`src/hw/rtl/can_id_latest_value_table_top_macros.svh`:
```
// assertion macros for the can id latest-value table
// used by can_id_latest_value_table_top, needs no other file
`ifndef CAN_ID_LATEST_VALUE_TABLE_TOP_MACROS_SVH
`define CAN_ID_LATEST_VALUE_TABLE_TOP_MACROS_SVH

// same-cycle implication, disabled during reset
`define CILVT_ASSERT_IMPLY(label, clk, rst_n, ante, cons, msg) \
  label: assert property (@(posedge clk) disable iff (!rst_n) (ante) |-> (cons)) \
    else $error(msg);

// next-cycle implication, disabled during reset
`define CILVT_ASSERT_NEXT(label, clk, rst_n, ante, cons, msg) \
  label: assert property (@(posedge clk) disable iff (!rst_n) (ante) |=> (cons)) \
    else $error(msg);

`endif

```
`src/hw/rtl/cilvt_pkg.sv`:
```
// shared types, constants and helpers of the can id latest-value table
// no dependencies; used by the interfaces and all modules
`default_nettype none

package cilvt_pkg;

  localparam int unsigned TableEntriesDef = 32;
  localparam int unsigned BurstFramesDef  = 16;

  localparam int unsigned IdW   = 11;
  localparam int unsigned LenW  = 4;
  localparam int unsigned DataW = 64;

  localparam logic [IdW-1:0]  BootIdRst = 11'd176;
  localparam logic [LenW-1:0] MaxLen    = 4'd8;

  typedef enum logic {
    OP_FRAME = 1'b0,
    OP_FLUSH = 1'b1
  } opcode_e;

  typedef enum logic {
    KIND_ENTRY = 1'b0,
    KIND_BOOT  = 1'b1
  } kind_e;

  typedef enum logic [1:0] {
    ST_IDLE,
    ST_SCAN,
    ST_FLUSH
  } state_e;

  // one table entry as it travels along the ring
  typedef struct packed {
    logic [IdW-1:0]   id;
    logic [LenW-1:0]  len;
    logic [DataW-1:0] payload;
  } entry_t;

  // ring control from the controller to the cells
  typedef struct packed {
    logic   shift;
    entry_t tail;
  } shift_t;

  // controller status for checks at the top level
  typedef struct packed {
    logic idle;
    logic flushing;
  } status_t;

  // saturate the length code at eight bytes
  function automatic logic [LenW-1:0] sat_len(input logic [LenW-1:0] len);
    sat_len = (len > MaxLen) ? MaxLen : len;
  endfunction

  // mask covering the low len bytes of a payload
  function automatic logic [DataW-1:0] byte_mask(input logic [LenW-1:0] len);
    logic [DataW-1:0] m;
    m = '0;
    for (int b = 0; b < 8; b++) begin
      if (LenW'(b) < len) begin
        m[8*b +: 8] = 8'hff;
      end
    end
    byte_mask = m;
  endfunction

endpackage

`default_nettype wire

```
`src/hw/rtl/cilvt_in_if.sv`:
```
// input channel: received frames and flush commands
// depends on cilvt_pkg
`default_nettype none

interface cilvt_in_if;
  import cilvt_pkg::*;

  logic              valid;
  logic              ready;
  logic              opcode;
  logic              extended_id;
  logic [IdW-1:0]    can_id;
  logic [LenW-1:0]   frame_length;
  logic [DataW-1:0]  payload;

  modport source (
    output valid, opcode, extended_id, can_id, frame_length, payload,
    input  ready
  );

  modport sink (
    input  valid, opcode, extended_id, can_id, frame_length, payload,
    output ready
  );
endinterface

`default_nettype wire

```
`src/hw/rtl/cilvt_out_if.sv`:
```
// output channel: table entries and bootloader reset requests
// depends on cilvt_pkg
`default_nettype none

interface cilvt_out_if;
  import cilvt_pkg::*;

  logic              valid;
  logic              ready;
  logic              kind;
  logic [IdW-1:0]    out_id;
  logic [LenW-1:0]   out_length;
  logic [DataW-1:0]  out_payload;
  logic              group_end;
  logic              last;

  modport source (
    output valid, kind, out_id, out_length, out_payload, group_end, last,
    input  ready
  );

  modport sink (
    input  valid, kind, out_id, out_length, out_payload, group_end, last,
    output ready
  );
endinterface

`default_nettype wire

```
`src/hw/rtl/cilvt_cell.sv`:
```
// one storage cell of the entry ring; takes its neighbor's entry on shift
// depends on cilvt_pkg
`default_nettype none

module cilvt_cell (
  input  wire                    clk_i,
  input  cilvt_pkg::shift_t      ctrl_i,
  input  cilvt_pkg::entry_t      entry_i,
  output cilvt_pkg::entry_t      entry_o
);
  import cilvt_pkg::*;

  entry_t entry_q, entry_d;

  // hold or take the neighbor word
  always_comb begin
    entry_d = ctrl_i.shift ? entry_i : entry_q;
  end

  always_ff @(posedge clk_i) begin
    entry_q <= entry_d;
  end

  assign entry_o = entry_q;

endmodule

`default_nettype wire

```
`src/hw/rtl/cilvt_ctrl.sv`:
```
// controller: handshakes, ring stepping, head edit and output register
// depends on cilvt_pkg and the two channel interfaces
`default_nettype none

module cilvt_ctrl #(
  parameter int unsigned TableEntries = cilvt_pkg::TableEntriesDef,
  parameter int unsigned BurstFrames  = cilvt_pkg::BurstFramesDef,
  localparam int unsigned CntW        = $clog2(TableEntries + 1)
) (
  input  wire                         clk_i,
  input  wire                         rst_ni,
  cilvt_in_if.sink                    in_i,
  cilvt_out_if.source                 out_o,
  input  wire [cilvt_pkg::IdW-1:0]    boot_id_i,
  input  cilvt_pkg::entry_t           head_i,
  output cilvt_pkg::shift_t           ring_o,
  output cilvt_pkg::status_t          status_o,
  output logic [CntW-1:0]             count_o
);
  import cilvt_pkg::*;

  localparam int unsigned BurstW = $clog2(BurstFrames + 1);

  state_e state_q, state_d;

  logic [CntW-1:0]   count_q, step_q;
  logic [BurstW-1:0] burst_q;
  logic              found_q, ins_q;
  logic [IdW-1:0]    fid_q;
  logic [LenW-1:0]   flen_q;
  logic [DataW-1:0]  fdata_q, fmask_q;

  logic              out_valid_q;
  kind_e             out_kind_q;
  logic [IdW-1:0]    out_id_q;
  logic [LenW-1:0]   out_len_q;
  logic [DataW-1:0]  out_data_q;
  logic              out_gend_q, out_last_q;

  logic out_free, accept, is_flush, is_boot, is_scan;
  logic last_step, live, hit, put, fin, group, step_en, emit;
  entry_t tail;

  // shared decode
  assign out_free  = !out_valid_q || out_o.ready;
  assign accept    = in_i.valid && in_i.ready;
  assign is_flush  = (in_i.opcode == OP_FLUSH);
  assign is_boot   = !is_flush && !in_i.extended_id && (in_i.can_id == boot_id_i);
  assign is_scan   = !is_flush && !in_i.extended_id && (in_i.can_id != boot_id_i);
  assign last_step = (step_q == CntW'(TableEntries - 1));
  assign live      = (step_q < count_q);
  assign hit       = live && !found_q && (head_i.id == fid_q);
  assign put       = (step_q == count_q) && !found_q;
  assign fin       = (step_q == count_q - CntW'(1));
  assign group     = fin || (burst_q == BurstW'(BurstFrames - 1));

  // output and ring control
  always_comb begin
    in_i.ready = 1'b0;
    step_en    = 1'b0;
    emit       = 1'b0;
    tail       = head_i;
    unique case (state_q)
      ST_IDLE: begin
        in_i.ready = out_free;
      end
      ST_SCAN: begin
        step_en = 1'b1;
        if (hit) begin
          tail.len     = flen_q;
          tail.payload = (head_i.payload & ~fmask_q) | fdata_q;
        end else if (put) begin
          tail.id      = fid_q;
          tail.len     = flen_q;
          tail.payload = fdata_q;
        end
      end
      ST_FLUSH: begin
        step_en = out_free;
        emit    = out_free;
      end
      default: begin
        in_i.ready = 1'b0;
      end
    endcase
  end

  // next state
  always_comb begin
    state_d = state_q;
    unique case (state_q)
      ST_IDLE: begin
        if (accept && is_flush && (count_q != '0)) begin
          state_d = ST_FLUSH;
        end else if (accept && is_scan) begin
          state_d = ST_SCAN;
        end
      end
      ST_SCAN: begin
        if (last_step) begin
          state_d = ST_IDLE;
        end
      end
      ST_FLUSH: begin
        if (emit && fin) begin
          state_d = ST_IDLE;
        end
      end
      default: begin
        state_d = ST_IDLE;
      end
    endcase
  end

  // control registers
  always_ff @(posedge clk_i or negedge rst_ni) begin
    if (!rst_ni) begin
      state_q     <= ST_IDLE;
      count_q     <= '0;
      step_q      <= '0;
      burst_q     <= '0;
      found_q     <= 1'b0;
      ins_q       <= 1'b0;
      out_valid_q <= 1'b0;
    end else begin
      state_q <= state_d;
      // output word: loaded by a reset request or a flush step, else drained
      if ((accept && is_boot) || emit) begin
        out_valid_q <= 1'b1;
      end else if (out_o.ready) begin
        out_valid_q <= 1'b0;
      end
      if (accept) begin
        step_q  <= '0;
        burst_q <= '0;
        found_q <= 1'b0;
        ins_q   <= 1'b0;
        if (is_boot) begin
          count_q <= '0;
        end
      end
      if (state_q == ST_SCAN) begin
        step_q <= step_q + CntW'(1);
        if (hit) begin
          found_q <= 1'b1;
        end
        if (put) begin
          ins_q <= 1'b1;
        end
        if (last_step && (ins_q || put)) begin
          count_q <= count_q + CntW'(1);
        end
      end
      if (emit) begin
        step_q  <= step_q + CntW'(1);
        burst_q <= group ? '0 : burst_q + BurstW'(1);
        if (fin) begin
          count_q <= '0;
        end
      end
    end
  end

  // frame fields and output word
  always_ff @(posedge clk_i) begin
    if (accept) begin
      fid_q   <= in_i.can_id;
      flen_q  <= sat_len(in_i.frame_length);
      fmask_q <= byte_mask(sat_len(in_i.frame_length));
      fdata_q <= in_i.payload & byte_mask(sat_len(in_i.frame_length));
      if (is_boot) begin
        out_kind_q <= KIND_BOOT;
        out_id_q   <= boot_id_i;
        out_len_q  <= '0;
        out_data_q <= '0;
        out_gend_q <= 1'b0;
        out_last_q <= 1'b1;
      end
    end
    if (emit) begin
      out_kind_q <= KIND_ENTRY;
      out_id_q   <= head_i.id;
      out_len_q  <= head_i.len;
      out_data_q <= head_i.payload;
      out_gend_q <= group;
      out_last_q <= fin;
    end
  end

  assign out_o.valid       = out_valid_q;
  assign out_o.kind        = out_kind_q;
  assign out_o.out_id      = out_id_q;
  assign out_o.out_length  = out_len_q;
  assign out_o.out_payload = out_data_q;
  assign out_o.group_end   = out_gend_q;
  assign out_o.last        = out_last_q;

  assign ring_o.shift      = step_en;
  assign ring_o.tail       = tail;
  assign status_o.idle     = (state_q == ST_IDLE);
  assign status_o.flushing = (state_q == ST_FLUSH);
  assign count_o           = count_q;

endmodule

`default_nettype wire

```
`src/hw/rtl/can_id_latest_value_table_top.sv`:
```
// top level of the can id latest-value table: ring of cells, controller,
// bootloader id register; depends on cilvt_pkg, the interfaces, cilvt_cell, cilvt_ctrl
//
// Usage: in_i carries one word per received frame (opcode frame) or a flush
// command (opcode flush); out_o carries stored entries and reset requests.
// The table is a ring of TableEntries cells; the entry in cell 0 is the head.
// A standard frame is accepted and then takes one full turn of the ring,
// the head being matched, updated or filled once per cycle. Extended frames
// are absorbed in the accept cycle. A frame carrying the bootloader id
// empties the table and its reset request is valid in the cycle after
// acceptance. A flush emits one entry per cycle while the receiver takes
// them, in insertion order; group_end marks each BurstFrames-th entry and
// the final one. An empty flush gives nothing.
// A new word is taken only when the output register is empty or its word
// leaves in the same cycle, so a stalled result holds the input; a flush
// under a stalling receiver holds the ring and new words wait for the flush.
// Reset empties the table at once (no clearing pass) and loads the bootloader id
// with 176; cfg_we_i writes it, and the user must do so only between words: the block does not enforce it.
`default_nettype none

module can_id_latest_value_table_top #(
  parameter int unsigned TableEntries = cilvt_pkg::TableEntriesDef,
  parameter int unsigned BurstFrames  = cilvt_pkg::BurstFramesDef
) (
  input  wire                         clk_i,
  input  wire                         rst_ni,
  cilvt_in_if.sink                    in_i,
  cilvt_out_if.source                 out_o,
  input  wire                         cfg_we_i,
  input  wire [cilvt_pkg::IdW-1:0]    cfg_wdata_i
);
  import cilvt_pkg::*;

  localparam int unsigned CntW = $clog2(TableEntries + 1);

  logic [IdW-1:0]  boot_q;
  shift_t          ring;
  status_t         status;
  logic [CntW-1:0] count;
  entry_t          cell_out [TableEntries];

  // bootloader id register
  always_ff @(posedge clk_i or negedge rst_ni) begin
    if (!rst_ni) begin
      boot_q <= BootIdRst;
    end else if (cfg_we_i) begin
      boot_q <= cfg_wdata_i;
    end
  end

  // controller
  cilvt_ctrl #(
    .TableEntries (TableEntries),
    .BurstFrames  (BurstFrames)
  ) u_ctrl (
    .clk_i     (clk_i),
    .rst_ni    (rst_ni),
    .in_i      (in_i),
    .out_o     (out_o),
    .boot_id_i (boot_q),
    .head_i    (cell_out[0]),
    .ring_o    (ring),
    .status_o  (status),
    .count_o   (count)
  );

  // ring of cells, each taking from its upper neighbor, the last from the edited head
  for (genvar k = 0; k < TableEntries; k++) begin : g_cell
    if (k == TableEntries - 1) begin : g_tail
      cilvt_cell u_cell (
        .clk_i   (clk_i),
        .ctrl_i  (ring),
        .entry_i (ring.tail),
        .entry_o (cell_out[k])
      );
    end else begin : g_body
      cilvt_cell u_cell (
        .clk_i   (clk_i),
        .ctrl_i  (ring),
        .entry_i (cell_out[k+1]),
        .entry_o (cell_out[k])
      );
    end
  end

  // checks
  `include "can_id_latest_value_table_top_macros.svh"

  `CILVT_ASSERT_IMPLY(a_ready_only_idle, clk_i, rst_ni, in_i.ready,
                      status.idle && !status.flushing, "input ready outside idle")
  `CILVT_ASSERT_IMPLY(a_count_bound, clk_i, rst_ni, 1'b1,
                      count <= CntW'(TableEntries), "entry count above table size")
  `CILVT_ASSERT_IMPLY(a_boot_single, clk_i, rst_ni,
                      out_o.valid && (out_o.kind == KIND_BOOT),
                      out_o.last && !out_o.group_end && (out_o.out_length == '0),
                      "malformed reset request")
  `CILVT_ASSERT_NEXT(a_boot_clears, clk_i, rst_ni,
                     in_i.valid && in_i.ready && (in_i.opcode == OP_FRAME) &&
                     !in_i.extended_id && (in_i.can_id == boot_q),
                     out_o.valid && (count == '0), "bootloader frame did not clear table")

endmodule

`default_nettype wire
```
`src/flat_wrapper.sv`:
```
// flat-port wrapper written by rule: the top's interface ports become plain ports
module can_id_latest_value_table_top_flat import cilvt_pkg::*;
#(
  parameter int unsigned TableEntries = cilvt_pkg::TableEntriesDef,
  parameter int unsigned BurstFrames  = cilvt_pkg::BurstFramesDef
)
  (clk_i, rst_ni, cfg_we_i, cfg_wdata_i, in_i_valid, in_i_opcode, in_i_extended_id, in_i_can_id, in_i_frame_length, in_i_payload, in_i_ready, out_o_valid, out_o_kind, out_o_out_id, out_o_out_length, out_o_out_payload, out_o_group_end, out_o_last, out_o_ready);
  cilvt_in_if in_i_i ();
  cilvt_out_if out_o_i ();
  input  wire clk_i;
  input  wire rst_ni;
  input  wire cfg_we_i;
  input  wire [cilvt_pkg::IdW-1:0] cfg_wdata_i;
  input wire logic [$bits(in_i_i.valid)-1:0] in_i_valid;
  input wire logic [$bits(in_i_i.opcode)-1:0] in_i_opcode;
  input wire logic [$bits(in_i_i.extended_id)-1:0] in_i_extended_id;
  input wire logic [$bits(in_i_i.can_id)-1:0] in_i_can_id;
  input wire logic [$bits(in_i_i.frame_length)-1:0] in_i_frame_length;
  input wire logic [$bits(in_i_i.payload)-1:0] in_i_payload;
  output wire logic [$bits(in_i_i.ready)-1:0] in_i_ready;
  output wire logic [$bits(out_o_i.valid)-1:0] out_o_valid;
  output wire logic [$bits(out_o_i.kind)-1:0] out_o_kind;
  output wire logic [$bits(out_o_i.out_id)-1:0] out_o_out_id;
  output wire logic [$bits(out_o_i.out_length)-1:0] out_o_out_length;
  output wire logic [$bits(out_o_i.out_payload)-1:0] out_o_out_payload;
  output wire logic [$bits(out_o_i.group_end)-1:0] out_o_group_end;
  output wire logic [$bits(out_o_i.last)-1:0] out_o_last;
  input wire logic [$bits(out_o_i.ready)-1:0] out_o_ready;
  assign in_i_i.valid = in_i_valid;
  assign in_i_i.opcode = in_i_opcode;
  assign in_i_i.extended_id = in_i_extended_id;
  assign in_i_i.can_id = in_i_can_id;
  assign in_i_i.frame_length = in_i_frame_length;
  assign in_i_i.payload = in_i_payload;
  assign in_i_ready = in_i_i.ready;
  assign out_o_valid = out_o_i.valid;
  assign out_o_kind = out_o_i.kind;
  assign out_o_out_id = out_o_i.out_id;
  assign out_o_out_length = out_o_i.out_length;
  assign out_o_out_payload = out_o_i.out_payload;
  assign out_o_group_end = out_o_i.group_end;
  assign out_o_last = out_o_i.last;
  assign out_o_i.ready = out_o_ready;
  can_id_latest_value_table_top #(.TableEntries(TableEntries), .BurstFrames(BurstFrames)) u_core (.clk_i(clk_i), .rst_ni(rst_ni), .in_i(in_i_i), .out_o(out_o_i), .cfg_we_i(cfg_we_i), .cfg_wdata_i(cfg_wdata_i));
endmodule
```
`config.mk`:
```
export PLATFORM = sky130hd
export DESIGN_NAME = can_id_latest_value_table_top_flat
export DESIGN_NICKNAME = d
export VERILOG_FILES = /design/src/hw/rtl/cilvt_pkg.sv /design/src/hw/rtl/cilvt_in_if.sv /design/src/hw/rtl/cilvt_out_if.sv /design/src/hw/rtl/cilvt_cell.sv /design/src/hw/rtl/cilvt_ctrl.sv /design/src/hw/rtl/can_id_latest_value_table_top.sv /design/src/flat_wrapper.sv
export VERILOG_INCLUDE_DIRS = /design/src /design/src/hw/rtl
export SDC_FILE = /design/constraint.sdc
export NUM_CORES = 2
export LEC_CHECK = 0
export BUFFER_PORTS_ARGS = -buffer_cell sky130_fd_sc_hd__buf_2
export CAP_MARGIN = 20
export CORE_UTILIZATION = 61
export CTS_CLUSTER_SIZE = 28
export DETAILED_ROUTE_END_ITERATION = 8
export PLACE_DENSITY = 0.78
export RECOVER_POWER = 50
export SYNTH_ARGS = -nofsm -noshare
export SYNTH_HDL_FRONTEND = slang
export SYNTH_SLANG_ARGS = --single-unit
```
`constraint.sdc`:
```
create_clock -name clk_i -period 127.9 [get_ports clk_i]
set_input_delay 12.79 -clock clk_i [delete_from_list [all_inputs] [get_ports clk_i]]
set_output_delay 12.79 -clock clk_i [all_outputs]
set_load 0.05 [all_outputs]
```
==> flow_summary_export.csv <==
group,metric,value,unit
run_status,run_status,"finished with violations",
run_status,violations,"max-capacitance violations, max-slew violations",
critical_path,critPathKind,"in -> out",
timing,rsz0062_at_grt,"no",
routing,routed_wl,135000,um
clocking,ctsHoldBuffers,0,
clocking,clk_pin_slew,0.06,ns
clocking,htree_levels,4,
floorplanning,core_area,138000,um2
flow_run,drv_cap,7,
critical_path,worstPathArrival,13.66,ns
routing,wl_per_cell,23.6,um
timing,drv_slew,231,
critical_path,reg2regPathDepth,9,
critical_path,slowest_delay,0.31,ns
grt,antenna_found_initial,24,
place,dp_hpwl,62700,um
clocking,clockBufferDepth,3,
clocking,cts_tree,"built",
timing,finalSetupTns,0,ns
timing,slew-limit-headroom,-163,%
timing,min_period,26.45,ns
place,port_buffers,180,
critical_path,critPathLaunchType,"input port",
clocking,cts_root_buf,"clkbuf_16",
timing,fin_crit_sh,20.7,%
critical_path,path_cells,"buf_2, nand2b_1, and2_1, buf_2",
clocking,numCtsBuffers,237,
critical_path,crit_top_cell,"buf_2",
synth,ys_types,53,
place,place_area,88600,um2
cells_and_area,postLayoutCoreUtil,69.9,%
clocking,cts_resized,0,
floorplanning,num_rows,136,
clocking,post_cts_buffers,0,
synth,yosysSeqAreaShare,96.0,%
critical_path,end_kind,"output port",
grt,grt-ovfl-total,0,
critical_path,worstPathRequired,115.11,ns
floorplanning,dieWidth,376,um
floorplanning,ioPinCount,181,
clocking,clock_sink_count,2729,
routing,first_pass_iters,5,
timing,worst_slew_pin_slew,3.94,ns
synth,synth_ff_type,"edfxtp_1",
routing,vias,31500,
place,finalWeightedCongestion,0.772,
synth,avgSynthCellArea,26.4,um2
synth,synth-seq-cells,2729,
timing,skew,0.0418,ns
cells_and_area,area_growth,13.3,%
routing,postRouteAntennaNets,0,
routing,drt_iter0_drc,3468,
floorplanning,dieArea,141000,um2
synth,syn_nets,3346,
clocking,clkLatencyLatePin,0.88,ns
synth,synthCells,3234,
place,pre_cts_ws,101.65,ns
synth,async_reset_ff_share,1.21,%
min_path,hold_depth,0,
power_and_ir_drop,max-vdd-ir-drop,0.0000335,V
timing,finalSetupViolCount,0,
grt,grt_pass1_vias,31300,
synth,ys_warn_count,0,
timing,hold_ws,0.396,ns
timing,max_freq,37.8,MHz
grt,grt_use_total,19.3,%
cells_and_area,drive_gt1_share,14.6,%
cells_and_area,stdcell_area,96500,um2
power_and_ir_drop,leakage,30.7,nW
cells_and_area,final_common_cell,"edfxtp_1",
timing,finalHoldViolations,0,
synth,synth-edff-count,2695,
grt,grt_max_degree,214,
grt,grt_first_pass_wirelength,198000,um
routing,avgViaCountPerCell,5.50,
cells_and_area,fin_nets,3769,
routing,post-route-drc-count,0,
synth,syn_area,85200,um2
cells_and_area,mostFrequentLayoutCells,"2695 x edfxtp_1, 238 x clkbuf_16, 166 x buf_2",
critical_path,path_max_fanout,14,
critical_path,slowest_stage,"nand2b_1",
min_path,hold_path.class,"reg -> reg",
power_and_ir_drop,power_density,27.7,nW/um2
floorplanning,start_util,61.8,%
floorplanning,die_h,376,um
timing,setup_ws,101.45,ns
path summary, 6_finish.rpt:
kind / startpoint / endpoint / slack (ns)
worst max-delay path: out_o_ready / in_i_ready / 101.45
worst min-delay path: u_core.g_cell[6].g_body.u_cell.entry_o[31] / u_core.g_cell[5].g_body.u_cell.entry_o[31] / 0.40
worst max register to register: u_core.u_ctrl.out_o.valid / u_core.g_cell[20].g_body.u_cell.entry_o[40] / 119.29
worst min register to register: u_core.g_cell[6].g_body.u_cell.entry_o[31] / u_core.g_cell[5].g_body.u_cell.entry_o[31] / 0.40
max in group asynchronous: rst_ni / u_core.u_ctrl.burst_q[2] / 114.23
min in group asynchronous: rst_ni / u_core.boot_q[10] / 12.50
worst max-delay path, delay by kind of cell:
kind,cells,cell delay (ns)
AND/OR/NAND/NOR,2,0.57
buffers and inverters,2,0.29
synthesized netlist by cell type (all sizes together), types with 5 or more instances:
master | number | area share, %
edfxtp | 2695 | 95
and3 | 70 | 0.51
a22o | 66 | 0.68
nand2 | 48 | 0.21
nor2b | 46 | 0.34
dfrtp | 30 | 0.88
xnor2 | 29 | 0.30
clkbuf | 28 | 0.14
and2 | 27 | 0.20
mux2 | 26 | 0.34
inv | 20 | 0.088
nor2 | 16 | 0.070
ha | 15 | 0.22
o21ai | 14 | 0.082
buf | 11 | 0.079
o211ai | 10 | 0.088
nand3b | 9 | 0.079
nor3 | 9 | 0.079
nand3 | 8 | 0.047
a21oi | 7 | 0.041
nand4 | 7 | 0.051
or3 | 5 | 0.043
cell families (layout without fill, tap and decap cells):
| kind of cell | Yosys count | count (layout) | share of synthesized area, % |
|---|---|---|---|
| XOR/XNOR | 33 | 33 | 0.339 |
| other | 0 | 7 | 0 |
| buffers and inverters | 59 | 681 | 0.302 |
| AO/OA/AOI/OAI | 114 | 114 | 1.07 |
| multiplexers | 28 | 28 | 0.367 |
| flip-flops | 2729 | 2729 | 96.0 |
| adder cells (fa/ha/maj) | 15 | 15 | 0.220 |
| AND/OR/NAND/NOR | 256 | 256 | 1.75 |
flip-flops by register name, indices dropped and copies added (netlist names), 2 cells and up:
register                             flops
u_core.g_cell.g_tail.u_cell.entry_o     79
u_core.u_ctrl.out_o.out_id              11
u_core.u_ctrl.flen_q                     3
u_core.u_ctrl.fid_q                     11
u_core.u_ctrl.burst_q                    5
u_core.u_ctrl.fmask_q                    8
u_core.u_ctrl.out_o.out_length           4
u_core.boot_q                           11
u_core.u_ctrl.step_q                     6
u_core.u_ctrl.out_o.out_payload         64
u_core.u_ctrl.state_q                    2
u_core.u_ctrl.count_o                    6
u_core.u_ctrl.fdata_q                   64
u_core.g_cell.g_body.u_cell.entry_o   2449
stage by stage:
step | instances | power (mW)
floorplan | 3234 | 3.04
global placement | 5275 | 1.92
detailed placement | 5276 | 1.95
CTS | 5714 | 2.70
global route | 5719 | 2.78
finish | 5726 | 2.68
layer usage:
metal,wire length (um),global-route usage [%]
met1,59100,28.6
met2,62200,28.7
met3,11000,5.30
met4,2920,5.79
met5,52,0
where the power goes:
part / switching [mW] / total [mW] / internal (mW)
registers: 0.121 / 1.66 / 1.54
logic: 0.263 / 0.296 / 0.0322
clock network: 0.317 / 0.722 / 0.405
total: 0.702 / 2.68 / 1.98
cell type report:
class	count	area, um2
sequential	2729	81800
fill	7547	41500
clock buffer	296	6220
multi-input combinational	446	3190
tap	1863	2330
clock inverter	142	1610
timing repair buffer	223	1300
inverter	20	76.3
antenna	7	17.5
No activity file was read; power rests on OpenSTA's default activity.
